### src/sv/qfs_pkg.sv
// ----------------------------------------------------------------------------
// qfs_pkg
// Shared constants and types for the quoted field splitter.
// ----------------------------------------------------------------------------
package qfs_pkg;

  // Byte codes the splitter reacts to
  localparam logic [7:0] CH_NUL   = 8'd0;
  localparam logic [7:0] CH_TAB   = 8'd9;
  localparam logic [7:0] CH_LF    = 8'd10;
  localparam logic [7:0] CH_SPACE = 8'd32;
  localparam logic [7:0] CH_QUOTE = 8'd34;

  // Line status codes
  localparam logic [1:0] ST_OK       = 2'd0;
  localparam logic [1:0] ST_TOO_MANY = 2'd1;
  localparam logic [1:0] ST_TOO_LONG = 2'd2;

  // Defaults for the top-level parameters
  localparam int QFS_MAX_FIELDS    = 16;
  localparam int QFS_MAX_FIELD_LEN = 256;

  // One result item
  typedef struct packed {
    logic       keep;
    logic [7:0] data;
    logic [3:0] field_index;
    logic       field_done;
    logic       line_done;
    logic [4:0] field_count;
    logic [1:0] status;
  } qfs_res_t;

endpackage

### src/sv/quoted_field_splitter.sv
// ----------------------------------------------------------------------------
// quoted_field_splitter
// Splits a text line, one byte per item, into blank-separated or quoted fields.
// ----------------------------------------------------------------------------
// Takes one byte per cycle while not stalled and gives one result item per
// byte. Each byte goes through an input register, then the parse decision,
// then the result register, from which the result item is presented. The
// parse state (phase, quote flag, field and byte counters, line status) is a
// single register set updated once per byte, so a new byte can be accepted
// every cycle while the output is not stalled. A stalled result holds in the
// result register while the input register still takes one more byte.
module quoted_field_splitter
  import qfs_pkg::*;
#(
  parameter int MAX_FIELDS    = QFS_MAX_FIELDS,
  parameter int MAX_FIELD_LEN = QFS_MAX_FIELD_LEN
) (
  input  logic       clk,
  input  logic       rst_n,
  input  logic       in_valid,
  output logic       in_stall,
  input  logic [7:0] in_ch,
  output logic       out_valid,
  input  logic       out_stall,
  output logic       out_keep,
  output logic [7:0] out_data,
  output logic [3:0] out_field_index,
  output logic       out_field_done,
  output logic       out_line_done,
  output logic [4:0] out_field_count,
  output logic [1:0] out_status
);

  logic       in_vld_r;
  logic [7:0] in_ch_r;
  logic       res_vld_r;
  qfs_res_t   res_r;
  qfs_res_t   res;
  logic       res_adv, step;

  // result register can load when empty or being drained
  assign res_adv  = !res_vld_r || !out_stall;
  assign step     = in_vld_r && res_adv;
  assign in_stall = in_vld_r && !res_adv;

  qfs_parse #(
    .MAX_FIELDS    (MAX_FIELDS),
    .MAX_FIELD_LEN (MAX_FIELD_LEN)
  ) u_parse (
    .clk     (clk),
    .rst_n   (rst_n),
    .step_en (step),
    .ch      (in_ch_r),
    .res     (res)
  );

  always_ff @(posedge clk) begin
    if (!rst_n) begin
      in_vld_r  <= 1'b0;
      res_vld_r <= 1'b0;
    end else begin
      if (!in_stall) in_vld_r <= in_valid;
      if (res_adv)   res_vld_r <= in_vld_r;
    end
  end

  always_ff @(posedge clk) begin
    if (in_valid && !in_stall) in_ch_r <= in_ch;
    if (step)                  res_r   <= res;
  end

  assign out_valid       = res_vld_r;
  assign out_keep        = res_r.keep;
  assign out_data        = res_r.data;
  assign out_field_index = res_r.field_index;
  assign out_field_done  = res_r.field_done;
  assign out_line_done   = res_r.line_done;
  assign out_field_count = res_r.field_count;
  assign out_status      = res_r.status;

endmodule

### src/sv/qfs_parse.sv
// ----------------------------------------------------------------------------
// qfs_parse
// Per-line parse state and the single-byte decision logic. The result for the
// presented byte is combinational; state advances when step_en is high.
// ----------------------------------------------------------------------------
module qfs_parse
  import qfs_pkg::*;
#(
  parameter int MAX_FIELDS    = QFS_MAX_FIELDS,
  parameter int MAX_FIELD_LEN = QFS_MAX_FIELD_LEN
) (
  input  logic       clk,
  input  logic       rst_n,
  input  logic       step_en,
  input  logic [7:0] ch,
  output qfs_res_t   res
);

  localparam int FW = $clog2(MAX_FIELDS + 1);
  localparam int CW = $clog2(MAX_FIELD_LEN + 1);

  typedef enum logic [1:0] {
    PH_SKIP    = 2'd0,
    PH_FIELD   = 2'd1,
    PH_DISCARD = 2'd2
  } phase_t;

  phase_t        phase_r,      phase_nxt;
  logic          in_quote_r,   in_quote_nxt;
  logic [FW-1:0] fields_r,     fields_nxt;
  logic [CW-1:0] chars_r,      chars_nxt;
  logic [1:0]    line_err_r,   line_err_nxt;

  logic term, blank, quote, in_field;

  assign term  = (ch == CH_NUL) || (ch == CH_LF);
  assign blank = (ch == CH_SPACE) || (ch == CH_TAB);
  assign quote = (ch == CH_QUOTE);

  always_comb begin
    phase_nxt       = phase_r;
    in_quote_nxt    = in_quote_r;
    fields_nxt      = fields_r;
    chars_nxt       = chars_r;
    line_err_nxt    = line_err_r;
    in_field        = 1'b0;
    res.keep        = 1'b0;
    res.data        = 8'd0;
    res.field_index = 4'(fields_r);
    res.field_done  = 1'b0;
    res.line_done   = 1'b0;

    case (phase_r)
      PH_FIELD: begin
        in_field = 1'b1;
      end
      PH_DISCARD: begin
        if (term) res.line_done = 1'b1;
      end
      default: begin
        if (blank) begin
          // leading blank, dropped
        end else if (quote) begin
          in_quote_nxt = 1'b1;
          chars_nxt    = '0;
          phase_nxt    = PH_FIELD;
        end else if (term) begin
          res.line_done = 1'b1;
        end else begin
          chars_nxt = '0;
          phase_nxt = PH_FIELD;
          in_field  = 1'b1;
        end
      end
    endcase

    if (in_field) begin
      if (chars_nxt >= CW'(MAX_FIELD_LEN)) begin
        line_err_nxt = ST_TOO_LONG;
        if (term) res.line_done = 1'b1;
        else      phase_nxt     = PH_DISCARD;
      end else if (quote || (blank && !in_quote_nxt)) begin
        fields_nxt     = fields_r + 1'b1;
        res.field_done = 1'b1;
        in_quote_nxt   = 1'b0;
        phase_nxt      = PH_SKIP;
        if (fields_nxt >= FW'(MAX_FIELDS)) begin
          line_err_nxt = ST_TOO_MANY;
          phase_nxt    = PH_DISCARD;
        end
      end else if (term) begin
        // line end closes the open field, even an empty quoted one
        fields_nxt     = fields_r + 1'b1;
        res.field_done = 1'b1;
        res.line_done  = 1'b1;
      end else begin
        res.keep  = 1'b1;
        res.data  = ch;
        chars_nxt = chars_nxt + 1'b1;
      end
    end

    res.field_count = 5'(fields_nxt);
    res.status      = line_err_nxt;

    if (res.line_done) begin
      phase_nxt    = PH_SKIP;
      in_quote_nxt = 1'b0;
      fields_nxt   = '0;
      chars_nxt    = '0;
      line_err_nxt = ST_OK;
    end
  end

  always_ff @(posedge clk) begin
    if (!rst_n) begin
      phase_r    <= PH_SKIP;
      in_quote_r <= 1'b0;
      fields_r   <= '0;
      chars_r    <= '0;
      line_err_r <= ST_OK;
    end else if (step_en) begin
      phase_r    <= phase_nxt;
      in_quote_r <= in_quote_nxt;
      fields_r   <= fields_nxt;
      chars_r    <= chars_nxt;
      line_err_r <= line_err_nxt;
    end
  end

endmodule

### config.mk
export PLATFORM = sky130hd
export DESIGN_NAME = quoted_field_splitter
export DESIGN_NICKNAME = d
export VERILOG_FILES = /design/src/sv/qfs_pkg.sv /design/src/sv/quoted_field_splitter.sv /design/src/sv/qfs_parse.sv
export SDC_FILE = /design/constraint.sdc
export NUM_CORES = 1
export LEC_CHECK = 0
export BUFFER_PORTS_ARGS = -buffer_cell sky130_fd_sc_hd__buf_2
export CELL_PAD_IN_SITES_DETAIL_PLACEMENT = 1
export CELL_PAD_IN_SITES_GLOBAL_PLACEMENT = 1
export CORE_MARGIN = 2
export CORE_UTILIZATION = 48
export DETAILED_ROUTE_END_ITERATION = 10
export HOLD_SLACK_MARGIN = 0.06
export PLACE_DENSITY_LB_ADDON = 0.1
export SKIP_LAST_GASP = 1
export SYNTH_ARGS = -nofsm -noshare
export SYNTH_HDL_FRONTEND = slang
export SYNTH_SLANG_ARGS = --single-unit
### constraint.sdc
create_clock -name clk -period 5.9 [get_ports clk]
set_input_delay 1.18 -clock clk [delete_from_list [all_inputs] [get_ports clk]]
set_output_delay 1.18 -clock clk [all_outputs]
set_load 0.005 [all_outputs]
==> results_dict.tcl <==
set metrics [dict create \
    status "finished, final reports clean" \
    vdd.ir_drop.worst_v 0.000193 \
    regToRegEndpoint "u_parse.chars_r[6]$_SDFFE_PN0P_" \
    critical_path.max_stage_delay_ns 0.79 \
    finalPower_w 0.000658 \
    hold_path_class "reg -> reg" \
    synth-edff-count 30 \
    grt_max_degree 28 \
    multi_input_area_um2 1040 \
    synth.avg_cell_area_um2 11.2 \
    ant_nets 0 \
    grtUsageMet1 0.275 \
    r2r_setup_slack_ns 2.77 \
    dieArea_um2 5650 \
    crit_cells 8 \
    grt.total_usage 0.226 \
    path_delay_family "compound AO/OA/AOI/OAI gates" \
    async_flop_share 0 \
    final_area_um2 2730 \
    cts_resized 0 \
    drt-initial-drc-count 89 \
    ios 36 \
    dpl_cell_area_um2 2650 \
    via_count 1900 \
    maxSlewViolCount 0 \
    finalClockSkew_ns 0.0121 \
    wire_per_inst_um 18.1 \
    grt_first_pass_wirelength_um 9430 \
    path_clk_slew_ns 0.10 \
    initial_core_util 0.505 \
    clockRootBuffer "clkbuf_8" \
    wl_um 5830 \
    ys_ff_latch 51 \
    p_per_area_nw_per_um2 241 \
    worstSetupPathType "in -> reg" \
    crit_chain "buf_2, nand2_1, nand2_1, inv_1, o41a_1, o211ai_1, a211o_1, o211ai_1" \
    vias_per_cell 5.92 \
    crit_slowest_cell "inv_1" \
    seq_area_frac_synth 0.543 \
    port_buffers 35 \
    worstReg2RegStart "in_ch_r[2]$_DFFE_PP_" \
    fin_crit_sh 0.541 \
    die_h_um 75.2 \
    die-width_um 75.2 \
    grt_use_met2 0.399 \
    drc_errors 0 \
    cp_max_fo 27 \
    relSlewSlack 0.328 \
    seqCellArea_um2 1320 \
    crit_path_end "u_parse.chars_r[2]$_SDFFE_PN0P_" \
    end_kind "register" \
    rsz0062_at_grt "no" \
    num-fill-cells 564 \
    setup_violations 0 \
    setup_tns_ns 0 \
    max_clock_freq_ghz 0.313 \
    busiest_layer "met2" \
    gp_congestion 0.842 \
    cts_sinks 51 \
    met3_usage 0.0455 \
    cts_tree "yes" \
    ys_warn_count 0 \
    firstDrtPassIters 4 \
    synth_area_um2 2430 \
    p_leak_nw 0.990 \
    cap_violations 0 \
    final_net_count 269 \
    antenna-diode-count 0 \
    clk_latency_ns 0.31 \
    ctsLongestPathBuffers 2 \
    ys_types 55 \
    area_growth_pct 12.4 \
    layout-drive-gt1-share 0.228 \
    rr_worst_depth 10 \
    hold_viol 0 \
    coreArea_um2 4820 \
    postSynthCellCount 218 \
    overflow 0 \
    postCtsHoldBufs 0 \
    finalCriticalPeriod_ns 3.19 \
    cts_setup_buffers 0 \
    startpoint_type "input pin" \
    worst_slew_pin_slew_ns 1.01 \
    cts_inserted_buffers 5 \
    ctsHtreeMaxLevel 2 \
    antenna_found_initial 0 \
    worstPathArrival_ns 3.43 \
    synth_ff_type "edfxtp_1" \
    critPathBufInv 2 \
    grt_pass1_vias 1931 \
    rows 25 \
    startpoint "out_stall" \
    required_ns 6.14 \
    synth_nets 234 \
    dpl.hpwl_um 4320 \
]
layout make-up:
class                           count  share of cell area
Clock buffer                        6              0.0266
Timing Repair Buffer               35              0.0641
Inverter                            8              0.0110
Clock inverter                      2             0.00458
Multi-Input combinational cell    152               0.379
Sequential cell                    51               0.484
Tap cell                           67              0.0307
routing by layer:
metal | vias up | part of all wire
met1 | 940 | 0.44
met3 | 11 | 0.034
met2 | 43 | 0.51
li1 | 906 | -
met4 | 0 | 0.019
met5 | - | 0
cells by family (layout without fill, tap and decap cells):
kind of cell / Yosys count / after routing / share of synthesized area
AOI/OAI and AO/OA: 66 / 66 / 0.202
xor gates and xnor gates: 7 / 7 / 0.0252
adders and majority gates: 4 / 4 / 0.0206
buffers and inverters: 15 / 51 / 0.0304
DFF: 51 / 51 / 0.543
muxes: 2 / 2 / 0.00926
and+or+nand+nor: 73 / 73 / 0.169
layout by cell type (no fill, tap or decap), types with 3 or more instances in the layout:
master / instances
buf_2: 35
edfxtp_1: 30
dfxtp_1: 21
nand2_1: 18
a21oi_1: 12
and2_1: 10
a31oi_1: 8
inv_1: 7
nand3_1: 7
nor2_1: 7
o21ai_0: 7
nor2b_1: 5
nand4_1: 5
clkbuf_8: 5
xnor2_1: 4
nor3_1: 4
a21o_1: 4
ha_1: 4
and3_1: 3
xor2_1: 3
a21boi_0: 3
a211o_1: 3
o21a_1: 3
o2111ai_1: 3
synthesized netlist by cell type, types with 5 or more instances:
cell type / instances / area (um^2)
nor2b_1: 5 / 31.3
nor2_1: 7 / 26.3
nand2_1: 18 / 67.6
inv_1: 7 / 26.3
dfxtp_1: 21 / 420
o21ai_0: 7 / 35.0
nand3_1: 7 / 35.0
edfxtp_1: 30 / 901
nand4_1: 5 / 31.3
a21oi_1: 12 / 60.1
and2_1: 10 / 62.6
a31oi_1: 8 / 50.1
registers in the layout (all words and copies together) (netlist names), 2 cells and up:
name	cells
u_parse.fields_r	5
u_parse.chars_r	9
out_data	8
out_status	2
u_parse.phase_r	2
in_ch_r	8
u_parse.line_err_r	2
out_field_index	4
out_field_count	5
worst min path at each step:
stage / from / endpoint / cells after the start / slack, ns
finish: u_parse.line_err_r[1]$_SDFFE_PN0P_ / u_parse.line_err_r[1]$_SDFFE_PN0P_ / 1 / 0.48
global route: u_parse.chars_r[7]$_SDFFE_PN0P_ / u_parse.chars_r[7]$_SDFFE_PN0P_ / 1 / 0.51
CTS: u_parse.line_err_r[1]$_SDFFE_PN0P_ / u_parse.line_err_r[1]$_SDFFE_PN0P_ / 1 / 0.48
detailed placement: u_parse.line_err_r[1]$_SDFFE_PN0P_ / u_parse.line_err_r[1]$_SDFFE_PN0P_ / 1 / 0.46
global placement: u_parse.line_err_r[1]$_SDFFE_PN0P_ / u_parse.line_err_r[1]$_SDFFE_PN0P_ / 1 / 0.46
floorplan: u_parse.line_err_r[1]$_SDFFE_PN0P_ / u_parse.line_err_r[1]$_SDFFE_PN0P_ / 1 / 0.44
through the flow:
step           utilization  std cells  setup slack, ns  hold slack [ns]
2_1_floorplan            -        218             3.00            0.437
4_1_cts              0.567        321             2.72            0.479
3_3_place_gp         0.549        313             2.49            0.457
5_1_grt              0.567        321             2.49            0.510
6_report             0.567        321             2.71            0.482
3_5_place_dp         0.549        313             2.39            0.456
where the power goes:
| group | internal [W] | switching [W] |
|---|---|---|
| Sequential | 0.000390 | 0.00000736 |
| Combinational | 0.0000207 | 0.0000386 |
| Clock | 0.0000831 | 0.000118 |
| Total | 0.000494 | 0.000164 |
worst reg2reg max path, delay by kind of cell (launching register included):
kind	cells	cell delay [ns]
compound gates	3	0.58
fa+ha+maj	1	0.19
flops	1	0.44
simple gates	6	1.83
(Power assumes the default switching activity.)
